### src/rtl/core/mchw_pkg.sv
`timescale 1ns / 1ps
`default_nettype none

package mchw_pkg;

    localparam int IN_TDATA_W  = 72;
    localparam int OUT_TDATA_W = 8;
    localparam int TIME_W      = 32;

    localparam logic [1:0] REQ_REGISTER = 2'd0;
    localparam logic [1:0] REQ_FEED     = 2'd1;
    localparam logic [1:0] REQ_TICK     = 2'd2;
    localparam logic [1:0] REQ_CLEAR    = 2'd3;

    localparam logic [1:0] KIND_ANSWER    = 2'd0;
    localparam logic [1:0] KIND_FEED      = 2'd1;
    localparam logic [1:0] KIND_OFFLINE   = 2'd2;
    localparam logic [1:0] KIND_TICK_DONE = 2'd3;

    localparam logic [1:0] CL_INIT    = 2'd0;
    localparam logic [1:0] CL_ONLINE  = 2'd1;
    localparam logic [1:0] CL_OFFLINE = 2'd2;

    localparam logic CFG_FAULT_HOOK = 1'b0;
    localparam logic CFG_HW_FEED    = 1'b1;

    typedef enum logic [1:0] {
        ST_IDLE,
        ST_EXEC,
        ST_WALK,
        ST_DONE
    } state_t;

    typedef struct packed {
        logic capture;
        logic exec;
        logic walk_start;
        logic walk_step;
        logic walk_hold;
        logic tick_done;
    } cmd_t;

    typedef struct packed {
        logic req_tick;
        logic out_free;
        logic count_zero;
        logic last_slot;
        logic need_report;
    } stat_t;

endpackage

`default_nettype wire

### src/rtl/core/mchw_ram.sv
`timescale 1ns / 1ps
`default_nettype none

module mchw_ram #(
    parameter int WIDTH = 8,
    parameter int DEPTH = 16,
    parameter int AW    = (DEPTH > 1) ? $clog2(DEPTH) : 1
) (
    input  wire logic             clk,
    input  wire logic             we,
    input  wire logic [AW-1:0]    waddr,
    input  wire logic [WIDTH-1:0] wdata,
    input  wire logic [AW-1:0]    raddr,
    output logic      [WIDTH-1:0] rdata
);

    logic [WIDTH-1:0] mem [DEPTH];
    logic [WIDTH-1:0] rdata_reg;

    always_ff @(posedge clk)
    begin
        if (we)
        begin
            mem[waddr] <= wdata;
        end
        rdata_reg <= mem[raddr];
    end

    assign rdata = rdata_reg;

endmodule

`default_nettype wire

### src/rtl/core/mchw_ctrl.sv
`timescale 1ns / 1ps
`default_nettype none

module mchw_ctrl (
    input  wire logic          clk,
    input  wire logic          rst_n,
    input  wire logic          in_valid,
    output logic               in_ready,
    input  wire mchw_pkg::stat_t stat,
    output mchw_pkg::cmd_t     cmd
);

    import mchw_pkg::*;

    state_t state_reg;
    state_t state_next;

    always_ff @(posedge clk or negedge rst_n)
    begin
        if (!rst_n)
        begin
            state_reg <= ST_IDLE;
        end
        else
        begin
            state_reg <= state_next;
        end
    end

    always_comb
    begin
        state_next = state_reg;
        unique case (state_reg)
            ST_IDLE:
            begin
                if (in_valid)
                begin
                    state_next = ST_EXEC;
                end
            end
            ST_EXEC:
            begin
                if (stat.req_tick)
                begin
                    state_next = stat.count_zero ? ST_DONE : ST_WALK;
                end
                else if (stat.out_free)
                begin
                    state_next = ST_IDLE;
                end
            end
            ST_WALK:
            begin
                if ((!stat.need_report || stat.out_free) && stat.last_slot)
                begin
                    state_next = ST_DONE;
                end
            end
            ST_DONE:
            begin
                if (stat.out_free)
                begin
                    state_next = ST_IDLE;
                end
            end
            default:
            begin
                state_next = ST_IDLE;
            end
        endcase
    end

    always_comb
    begin
        cmd      = '0;
        in_ready = 1'b0;
        unique case (state_reg)
            ST_IDLE:
            begin
                in_ready    = 1'b1;
                cmd.capture = in_valid;
            end
            ST_EXEC:
            begin
                if (stat.req_tick)
                begin
                    cmd.walk_start = 1'b1;
                end
                else
                begin
                    cmd.exec = stat.out_free;
                end
            end
            ST_WALK:
            begin
                if (stat.need_report && !stat.out_free)
                begin
                    cmd.walk_hold = 1'b1;
                end
                else
                begin
                    cmd.walk_step = 1'b1;
                end
            end
            ST_DONE:
            begin
                cmd.tick_done = stat.out_free;
            end
            default:
            begin
                cmd = '0;
            end
        endcase
    end

endmodule

`default_nettype wire

### src/rtl/core/mchw_datapath.sv
`timescale 1ns / 1ps
`default_nettype none

module mchw_datapath #(
    parameter int MAX_SLOTS = 16
) (
    input  wire logic          clk,
    input  wire logic          rst_n,
    input  wire logic          cfg_we,
    input  wire logic          cfg_index,
    input  wire logic          cfg_data,
    input  wire logic [1:0]    req_type,
    input  wire logic [3:0]    client_index,
    input  wire logic [31:0]   now_ms,
    input  wire logic [31:0]   expiry_ms,
    input  wire logic          is_fatal,
    input  wire logic          is_critical,
    input  wire mchw_pkg::cmd_t cmd,
    output mchw_pkg::stat_t    stat,
    input  wire logic          out_ready,
    output logic               out_valid,
    output logic [1:0]         result_kind,
    output logic [3:0]         slot,
    output logic               accepted,
    output logic               fatal_hook,
    output logic               feed_hw_watchdog,
    output logic               last
);

    import mchw_pkg::*;

    localparam int SLOT_W = (MAX_SLOTS > 1) ? $clog2(MAX_SLOTS) : 1;
    localparam int CNT_W  = $clog2(MAX_SLOTS + 1);
    localparam int SEL_W  = (CNT_W > 4) ? CNT_W : 4;
    localparam int A_W    = TIME_W + 2;
    localparam int B_W    = TIME_W + 2;

    logic [1:0]        req_reg;
    logic [3:0]        idx_reg;
    logic [TIME_W-1:0] now_reg;
    logic [TIME_W-1:0] tmo_reg;
    logic              fat_reg;
    logic              crit_reg;

    logic [CNT_W-1:0]  count_reg;
    logic [SLOT_W-1:0] eval_idx_reg;
    logic              crit_ok_reg;
    logic              fault_hook_en_reg;
    logic              hw_feed_en_reg;

    logic              out_valid_reg;
    logic [1:0]        kind_reg;
    logic [3:0]        slot_reg;
    logic              acc_reg;
    logic              fatal_reg;
    logic              feed_reg;
    logic              last_reg;

    logic              a_we;
    logic [SLOT_W-1:0] a_waddr;
    logic [A_W-1:0]    a_wdata;
    logic [A_W-1:0]    a_rdata;
    logic              b_we;
    logic [SLOT_W-1:0] b_waddr;
    logic [B_W-1:0]    b_wdata;
    logic [B_W-1:0]    b_rdata;
    logic [SLOT_W-1:0] raddr;

    logic [TIME_W-1:0] a_tmo;
    logic              a_fat;
    logic              a_crit;
    logic [TIME_W-1:0] b_seen;
    logic [1:0]        b_state;
    logic [TIME_W-1:0] elapsed;
    logic              timed_out;
    logic              need_report;
    logic              online_after;

    logic              room;
    logic              feed_ok;
    logic [SEL_W-1:0]  count_wide;
    logic [SEL_W-1:0]  eval_wide;
    logic              out_free;
    logic              report_load;
    logic              load;

    logic [1:0]        kind_next;
    logic [3:0]        slot_next;
    logic              acc_next;
    logic              fatal_next;
    logic              feed_next;
    logic              last_next;

    mchw_ram #(
        .WIDTH (A_W),
        .DEPTH (MAX_SLOTS),
        .AW    (SLOT_W)
    ) u_ram_cfg (
        .clk   (clk),
        .we    (a_we),
        .waddr (a_waddr),
        .wdata (a_wdata),
        .raddr (raddr),
        .rdata (a_rdata)
    );

    mchw_ram #(
        .WIDTH (B_W),
        .DEPTH (MAX_SLOTS),
        .AW    (SLOT_W)
    ) u_ram_live (
        .clk   (clk),
        .we    (b_we),
        .waddr (b_waddr),
        .wdata (b_wdata),
        .raddr (raddr),
        .rdata (b_rdata)
    );

    assign a_tmo   = a_rdata[A_W-1:2];
    assign a_fat   = a_rdata[1];
    assign a_crit  = a_rdata[0];
    assign b_seen  = b_rdata[B_W-1:2];
    assign b_state = b_rdata[1:0];

    assign elapsed      = now_reg - b_seen;
    assign timed_out    = elapsed > a_tmo;
    assign need_report  = timed_out && (b_state != CL_OFFLINE);
    assign online_after = (b_state == CL_ONLINE) && !timed_out;

    assign room       = count_reg < CNT_W'(MAX_SLOTS);
    assign feed_ok    = SEL_W'(idx_reg) < SEL_W'(count_reg);
    assign count_wide = SEL_W'(count_reg);
    assign eval_wide  = SEL_W'(eval_idx_reg);

    assign out_free    = !out_valid_reg || out_ready;
    assign report_load = cmd.walk_step && need_report;
    assign load        = cmd.exec || report_load || cmd.tick_done;

    always_comb
    begin
        if (cmd.walk_step)
        begin
            raddr = eval_idx_reg + SLOT_W'(1);
        end
        else if (cmd.walk_hold)
        begin
            raddr = eval_idx_reg;
        end
        else
        begin
            raddr = '0;
        end
    end

    always_comb
    begin
        a_we    = cmd.exec && (req_reg == REQ_REGISTER) && room;
        a_waddr = count_reg[SLOT_W-1:0];
        a_wdata = {tmo_reg, fat_reg, crit_reg};
        b_we    = 1'b0;
        b_waddr = count_reg[SLOT_W-1:0];
        b_wdata = {now_reg, CL_INIT};
        if (cmd.exec && (req_reg == REQ_REGISTER))
        begin
            b_we = room;
        end
        else if (cmd.exec && (req_reg == REQ_FEED))
        begin
            b_we    = feed_ok;
            b_waddr = idx_reg[SLOT_W-1:0];
            b_wdata = {now_reg, CL_ONLINE};
        end
        else if (report_load)
        begin
            b_we    = 1'b1;
            b_waddr = eval_idx_reg;
            b_wdata = {b_seen, CL_OFFLINE};
        end
    end

    always_comb
    begin
        kind_next  = KIND_ANSWER;
        slot_next  = '0;
        acc_next   = 1'b0;
        fatal_next = 1'b0;
        feed_next  = 1'b0;
        last_next  = 1'b1;
        if (cmd.exec)
        begin
            unique case (req_reg)
                REQ_REGISTER:
                begin
                    slot_next = room ? count_wide[3:0] : 4'd0;
                    acc_next  = room;
                end
                REQ_FEED:
                begin
                    kind_next = KIND_FEED;
                    slot_next = idx_reg;
                    acc_next  = feed_ok;
                end
                REQ_CLEAR:
                begin
                    acc_next = 1'b1;
                end
                default:
                begin
                    acc_next = 1'b0;
                end
            endcase
        end
        else if (report_load)
        begin
            kind_next  = KIND_OFFLINE;
            slot_next  = eval_wide[3:0];
            fatal_next = a_fat && fault_hook_en_reg;
            last_next  = 1'b0;
        end
        else
        begin
            kind_next = KIND_TICK_DONE;
            feed_next = hw_feed_en_reg && crit_ok_reg;
        end
    end

    always_ff @(posedge clk)
    begin
        if (cmd.capture)
        begin
            req_reg  <= req_type;
            idx_reg  <= client_index;
            now_reg  <= now_ms;
            tmo_reg  <= expiry_ms;
            fat_reg  <= is_fatal;
            crit_reg <= is_critical;
        end
        if (load)
        begin
            kind_reg  <= kind_next;
            slot_reg  <= slot_next;
            acc_reg   <= acc_next;
            fatal_reg <= fatal_next;
            feed_reg  <= feed_next;
            last_reg  <= last_next;
        end
    end

    always_ff @(posedge clk or negedge rst_n)
    begin
        if (!rst_n)
        begin
            count_reg         <= '0;
            eval_idx_reg      <= '0;
            crit_ok_reg       <= 1'b1;
            fault_hook_en_reg <= 1'b0;
            hw_feed_en_reg    <= 1'b0;
            out_valid_reg     <= 1'b0;
        end
        else
        begin
            if (cfg_we && (cfg_index == CFG_FAULT_HOOK))
            begin
                fault_hook_en_reg <= cfg_data;
            end
            if (cfg_we && (cfg_index == CFG_HW_FEED))
            begin
                hw_feed_en_reg <= cfg_data;
            end
            if (cmd.exec && (req_reg == REQ_REGISTER) && room)
            begin
                count_reg <= count_reg + CNT_W'(1);
            end
            else if (cmd.exec && (req_reg == REQ_CLEAR))
            begin
                count_reg <= '0;
            end
            if (cmd.walk_start)
            begin
                eval_idx_reg <= '0;
                crit_ok_reg  <= 1'b1;
            end
            else if (cmd.walk_step)
            begin
                eval_idx_reg <= eval_idx_reg + SLOT_W'(1);
                if (a_crit && !online_after)
                begin
                    crit_ok_reg <= 1'b0;
                end
            end
            if (load)
            begin
                out_valid_reg <= 1'b1;
            end
            else if (out_ready)
            begin
                out_valid_reg <= 1'b0;
            end
        end
    end

    always_comb
    begin
        stat.req_tick    = req_reg == REQ_TICK;
        stat.out_free    = out_free;
        stat.count_zero  = count_reg == '0;
        stat.last_slot   = (CNT_W'(eval_idx_reg) + CNT_W'(1)) == count_reg;
        stat.need_report = need_report;
    end

    assign out_valid        = out_valid_reg;
    assign result_kind      = kind_reg;
    assign slot             = slot_reg;
    assign accepted         = acc_reg;
    assign fatal_hook       = fatal_reg;
    assign feed_hw_watchdog = feed_reg;
    assign last             = last_reg;

endmodule

`default_nettype wire

### src/rtl/core/multi_client_heartbeat_watchdog_unit.sv
// Register, feed and clear requests: the input beat is captured, then the result
// is registered once the output is free; the next beat is taken after that.
// Tick: walks the N registered clients with one client table read per cycle
// unless an offline report stalls; offline reports leave in slot order.
// Reset clears the client count, both enables and the output valid;
// the client table holds no reset value.
`timescale 1ns / 1ps
`default_nettype none

module multi_client_heartbeat_watchdog_unit #(
    parameter int MAX_SLOTS = 16
) (
    input  wire logic        clk,
    input  wire logic        rst_n,
    input  wire logic        cfg_we,
    input  wire logic        cfg_index,
    input  wire logic        cfg_data,
    input  wire logic        s_axis_tvalid,
    output logic             s_axis_tready,
    // client_index[3:0], now_ms[35:4], expiry_ms[67:36], is_fatal[68],
    // is_critical[69], zero pad[71:70]
    input  wire logic [mchw_pkg::IN_TDATA_W-1:0] s_axis_tdata,
    // req_type[1:0]
    input  wire logic [1:0]  s_axis_tuser,
    output logic             m_axis_tvalid,
    input  wire logic        m_axis_tready,
    // slot[3:0], accepted[4], fatal_hook[5], feed_hw_watchdog[6], zero pad[7]
    output logic [mchw_pkg::OUT_TDATA_W-1:0] m_axis_tdata,
    // result_kind[1:0]
    output logic [1:0]       m_axis_tuser,
    output logic             m_axis_tlast
);

    import mchw_pkg::*;

    cmd_t       cmd;
    stat_t      stat;
    logic [3:0] slot;
    logic       accepted;
    logic       fatal_hook;
    logic       feed_hw_watchdog;

    mchw_ctrl u_ctrl (
        .clk      (clk),
        .rst_n    (rst_n),
        .in_valid (s_axis_tvalid),
        .in_ready (s_axis_tready),
        .stat     (stat),
        .cmd      (cmd)
    );

    mchw_datapath #(
        .MAX_SLOTS (MAX_SLOTS)
    ) u_datapath (
        .clk              (clk),
        .rst_n            (rst_n),
        .cfg_we           (cfg_we),
        .cfg_index        (cfg_index),
        .cfg_data         (cfg_data),
        .req_type         (s_axis_tuser),
        .client_index     (s_axis_tdata[3:0]),
        .now_ms           (s_axis_tdata[35:4]),
        .expiry_ms        (s_axis_tdata[67:36]),
        .is_fatal         (s_axis_tdata[68]),
        .is_critical      (s_axis_tdata[69]),
        .cmd              (cmd),
        .stat             (stat),
        .out_ready        (m_axis_tready),
        .out_valid        (m_axis_tvalid),
        .result_kind      (m_axis_tuser),
        .slot             (slot),
        .accepted         (accepted),
        .fatal_hook       (fatal_hook),
        .feed_hw_watchdog (feed_hw_watchdog),
        .last             (m_axis_tlast)
    );

    assign m_axis_tdata = {1'b0, feed_hw_watchdog, fatal_hook, accepted, slot};

endmodule

`default_nettype wire

### config.mk
export PLATFORM = sky130hd
export DESIGN_NAME = multi_client_heartbeat_watchdog_unit
export DESIGN_NICKNAME = d
export VERILOG_FILES = /design/src/rtl/core/mchw_pkg.sv /design/src/rtl/core/mchw_ram.sv /design/src/rtl/core/mchw_ctrl.sv /design/src/rtl/core/mchw_datapath.sv /design/src/rtl/core/multi_client_heartbeat_watchdog_unit.sv
export SDC_FILE = /design/constraint.sdc
export NUM_CORES = 2
export LEC_CHECK = 0
export BUFFER_PORTS_ARGS = -buffer_cell sky130_fd_sc_hd__buf_2
export CORE_MARGIN = 3
export CORE_UTILIZATION = 60
export DETAILED_ROUTE_END_ITERATION = 8
export PLACE_DENSITY_LB_ADDON = 0.05
export RECOVER_POWER = 100
export SLEW_MARGIN = 0
export SYNTH_ARGS = -nofsm -noshare
export SYNTH_HDL_FRONTEND = slang
export SYNTH_HIERARCHICAL = 1
export SYNTH_SLANG_ARGS = --single-unit
### constraint.sdc
create_clock -name clk -period 14.47 [get_ports clk]
set_input_delay 1.447 -clock clk [delete_from_list [all_inputs] [get_ports clk]]
set_output_delay 1.447 -clock clk [all_outputs]
set_load 0.01 [all_outputs]
* Yosys cells after proc, flatten, opt, wreduce, memory -nomap -nowiden *
Memories as Yosys holds them, arrays and structs flattened. A register that Yosys moved wholly into a read port is not among the register bits.
Cells that the tools add are included.

word-level totals
  flip-flop bits (word level) = 97
  output and inout port bits = 13
  memories kept = 2
  RAM bits = 1088

cells by class
  bitwise operators = 2
  reduce and logical (&&, ||, !) cells = 34
  $lt $le $gt $ge = 3
  eq/ne operators = 11
  add/sub/neg operators = 4
  mux-type cells = 48

memory list
  name                       depth  width  read ports  clocked after Yosys merged registers in  write ports  line            RTL
  u_datapath.u_ram_cfg.mem   16     34     1           1                                        1            mchw_ram.sv:17  logic [WIDTH-1:0] mem [DEPTH];
  u_datapath.u_ram_live.mem  16     34     1           1                                        1            mchw_ram.sv:17

operators with widths
  operator               number
  $mux W34               3
  $mux W4                10
  $gt A32 B32 Y1         1
  $sub A32 B32 Y32       1
  $mux W1                23
  $logic_and A1 B1 Y1    14
  $mux W2                7
  $mux W5                2
  $eq A2 B2 Y1 const B   4
  $pmux W2 S4            1
  $pmux W4 S2            1
  $reduce_bool A2 Y1     4
  $eq A2 B1 Y1 const B   3
  $add A4 B1 Y5 const B  1
  $add A5 B1 Y5 const B  1
  $eq A5 B5 Y1           1
  $logic_not A1 Y1       5
  $logic_not A5 Y1       1
  $lt A4 B5 Y1           1
  $lt A5 B5 Y1 const B   1
  $add A4 B1 Y4 const B  1
  $logic_not A2 Y1       2
  $logic_or A1 B1 Y1     4
  $ne A2 B2 Y1 const B   2
  5 further kinds        8

* Depth between registers and ports, before layout *
  depth after elaboration = 12
  depth in mapped cells = 32
  depth with buffers taken out = 28

* By module *
The synthesis kept the hierarchy.

modules (own cells, without submodules)
  module                                times used  area each (µm²)  cells each
  mchw_ram                              2           21076.5          888
  mchw_datapath                         1           6472.5           659
  mchw_ctrl                             1           151.4            19
  multi_client_heartbeat_watchdog_unit  1           33.8             5

* Least setup slack after synthesis *
OpenSTA, ideal clock, no wires.

  path kind = reg2reg
  from = reg u_datapath.now_reg[0]
  to = mem u_datapath/u_ram_live/mem[0][0] (netlist bit), enable pin
  data required time = 14.002 ns
  arrival time = 7.910 ns
  path slack = 6.092 ns
  stages on the path, launching flop included = 30
  period minus slack after synthesis = 8.378 ns
  cell sequence = edfxtp_1 > inv_1 > ha_1 > inv_1 > fa_1 > a21oi_1 > or3_1 > a31oi_1 > a221o_2 > or4_1 > a31o_1 > a21oi_2 > xnor2_1 > ha_1 > a21o_1 > a21oi_1 > o21ai_0 > a21oi_1 > o221ai_1 > a221o_1 > and3_1 > buf_4 > nand2b_2 > nor2b_1 > nand4_1 > nand2b_1 > buf_2 > o221a_2 > or3b_2 > nor3_1

RTL lines
  item                    line                  RTL
  start, declared         mchw_datapath.sv:40   logic [TIME_W-1:0] now_reg;
  start signal, assigned  mchw_datapath.sv:234  now_reg <= now_ms;
  end, declared           mchw_ram.sv:17

==> impl_results.md <==
* Status: finished, violations left
* Failing checks: capacitance limit, slew limit
* Final core occ at between 60 and 70%
* Pwr/cell area at around 220 nW/um^2
* Placed cells at ~3.6k
* Synth Area in Adders at under 10%
* Min Tclk post-route at approximately 12 ns
* Pre-antenna DRT Iters at 5
* Post-Place Setup Slack at between 5 and 6 ns
* Post-cts repair resize count at 0
* Routability congestion estimate at approximately 0.84
* Mux cell area share after synthesis at 12.7%
* Synth unique cells at between 70 and 80
* Vias at roughly 24k
* CP required at about 15 ns
* FFs w/ async S/R, synth at 1.20%
* Post-Syn Area at 48,800 sq um
* Critical setup path kind: register to register
* CP arrival at 11.83 ns
* Die area at between 80,000 and 90,000 sq um
* Worst setup SP type: register
* Max Cap Viol at 27
* Crit path buf inv count at 5
* Maximum clock path buffer count at 3
* Worst hold slack at roughly 0.55 ns
* # clock sinks at roughly 1.3k
* RSZ-0062 raised after global routing: no
* Largest regs: u_datapath/u_ram_cfg/mem (544), u_datapath/u_ram_live/mem (544)
* DIE HEIGHT at 291 um
* Most frequent cells in the layout: 1,170 x edfxtp_1, 272 x mux4_2, 139 x a22oi_1
* IO Port Bufs at 90
* Yosys reg bits at around 1.3k
* Fraction of layout cells with a size suffix above 1 at between 20% and 30%
* Syn Area/Cell at around 20 sq um
* Synth Area in XOR/XNOR at 0.664%
* CTS H-tree lvls at 3
* Post-synth EDFFs at 1,170
* Compound-Gate Fraction of Synth Area at around 4.8%
* Number of antenna violations at the first check in global routing at 0
* Maximum operating frequency at between 80 and 90 MHz
* CTS clk-pin slew, worst paths at roughly 0.06 ns
* Crit-path max cell delay at around 1.7 ns
* Worst Tran Pin Value at approximately 4.3 ns
* Cells after synthesis at 2,459
* CP max-delay cell: clkbuf_1
* Leakage at 0.0177 uW
* Antenna cells at 0
* Root Buffer Master: clkbuf_16
* Antenna Nets Post-Route at 0
* Seq/Total Area, Yosys at about three quarters
* Critical path endpoint category: register
* CTS Buf Count at between 100 and 150
* CP top delay family: buffers and inverters
* DR iter-0 viols at between 2k and 2.5k
* Final std cells w/o fill at roughly 3.8k
* Total GRT Usage at between 20% and 30%
* Main combinational cell family by area after synthesis: multiplexers
* Post-DP HPWL at 57.5 mm
* Setup-failing EPs final at 0
* Syn. warnings at 6
* Setup bufs post-CTS at 0
* GRT overflow at 0
* HP Class: register to register
* Pins Over Slew Limit at between 700 and 800
* Clock skew at roughly 0.029 ns
* Fin crit share at between 70% and 80%
* Final worst slack at 2.96 ns
* Starting density of the core at 61.2%
* Total wire length at 110 mm
* Residual DRC at 0
* Simple-Gate Fraction of Synth Area at 2.65%
* CTS tree: done
* Worst-Skew Late Latency at ~0.69 ns
* First-pass GRT wire length at approximately 160 mm
* Syn Nets at ~2.6k
* Vias in the first global route at around 25k
* Worst vdd ir at 0.148 mV
* Num rows at between 100 and 150
* Die width at about 290 um
* Final nets at ~2.8k
* Slew headroom at -188%
* Total core area at 79,800 sq um
* Most common cell after layout, fill and taps aside: edfxtp_1
* Final Hold Vio Count at 0
* Hold buffer count at cts at 0
* Setup_tns at 0 ns
* Wirelength per Cell at 29.1 um
* Area Growth Syn to Fin at 12.5%
* CP max FO at 38
* Vias per cell at about 6.4
* I/O pin count at 94
* Synth Flop Type: edfxtp_1
* Largest net degree at the start of global routing at between 100 and 150
==> final timing paths <==
path,from,to,slack (ns),depth (start not counted)
worst max register to register,u_datapath/now_reg[0],u_datapath/u_ram_live/mem[1][11],2.96,29
worst min register to register,u_datapath/u_ram_cfg/rdata[1],u_datapath/fatal_hook,0.55,2
worst max-delay path,u_datapath/now_reg[0],u_datapath/u_ram_live/mem[1][11],2.96,29
worst min-delay path,u_datapath/u_ram_cfg/rdata[1],u_datapath/fatal_hook,0.55,2
min in group asynchronous,rst_n,u_datapath/fault_hook_en_reg,0.90,1
max in group asynchronous,rst_n,u_datapath/count_reg[1],12.94,1
==> worst min-delay path: cells and delay by family, from the launching register on <==
family           cells  cell delay [ns]
AND/OR/NAND/NOR      2             0.10
flip-flops           1             0.30
==> power by group <==
group	switching (uW)	internal (uW)	total, uW
Combinational	2200	1440	3640
Clock	1320	2000	3320
Sequential	207	4640	4840
==> synth_stat cells, types with 4 or more instances <==
| library cell | n | share of area (%) |
|---|---|---|
| edfxtp_1 | 1170 | 72 |
| mux4_2 | 272 | 13 |
| a22oi_1 | 139 | 2.1 |
| nand2_1 | 98 | 0.75 |
| o21ai_0 | 93 | 0.95 |
| inv_1 | 80 | 0.62 |
| ha_1 | 69 | 1.8 |
| dfxtp_1 | 68 | 2.8 |
| clkbuf_1 | 65 | 0.50 |
| nor2_1 | 55 | 0.42 |
| a21oi_1 | 44 | 0.45 |
| buf_2 | 33 | 0.34 |
| xnor2_1 | 28 | 0.50 |
| a21o_1 | 25 | 0.38 |
| nor3_1 | 19 | 0.19 |
| nand2b_1 | 16 | 0.21 |
| nand3_1 | 16 | 0.16 |
| dfrtp_1 | 14 | 0.72 |
| nor2b_1 | 13 | 0.17 |
| and3_1 | 10 | 0.13 |
| buf_6 | 10 | 0.23 |
| nand4_1 | 10 | 0.13 |
| xor2_1 | 9 | 0.16 |
| o21a_1 | 8 | 0.12 |
| buf_4 | 6 | 0.092 |
| or3_1 | 6 | 0.077 |
| nand3b_1 | 5 | 0.077 |
| a211oi_1 | 4 | 0.062 |
| and2_1 | 4 | 0.051 |
| mux2_2 | 4 | 0.092 |
| o32ai_1 | 4 | 0.072 |
==> cell type report <==
class                           count  area (sq um)
Clock buffer                      153          3260
Clock inverter                     76          1020
Fill cell                        5020         24900
Inverter                           81           304
Multi-Input combinational cell   1008         11300
Sequential cell                  1253         36900
Tap cell                         1050          1310
Timing Repair Buffer              171           848
==> kinds of logic after synthesis <==
logic type / after synthesis
flip-flops: 1253
XOR/XNOR: 37
AND/OR/NAND/NOR: 269
other: 1
buffers and inverters: 198
multiplexers: 278
AO/OA/AOI/OAI: 353
adder cells (fa/ha/maj): 70
==> layer usage <==
layer  share of wire [%]  GRT usage [%]  wire, um
met1                  40           37.6     44400
met5                   0              0         0
met2                  49           42.7     54400
met3                 7.3           3.67      8120
met4                 3.3           8.71      3650
==> metrics by stage <==
stage / area (sq um) / power (uW)
5_1_grt: 54900 / 12300
2_1_floorplan: 48800 / 7400
3_3_place_gp: 50900 / 8470
4_1_cts: 55200 / 11900
6_report: 54900 / 11800
3_5_place_dp: 50900 / 8590
(Power assumes the default switching activity.)
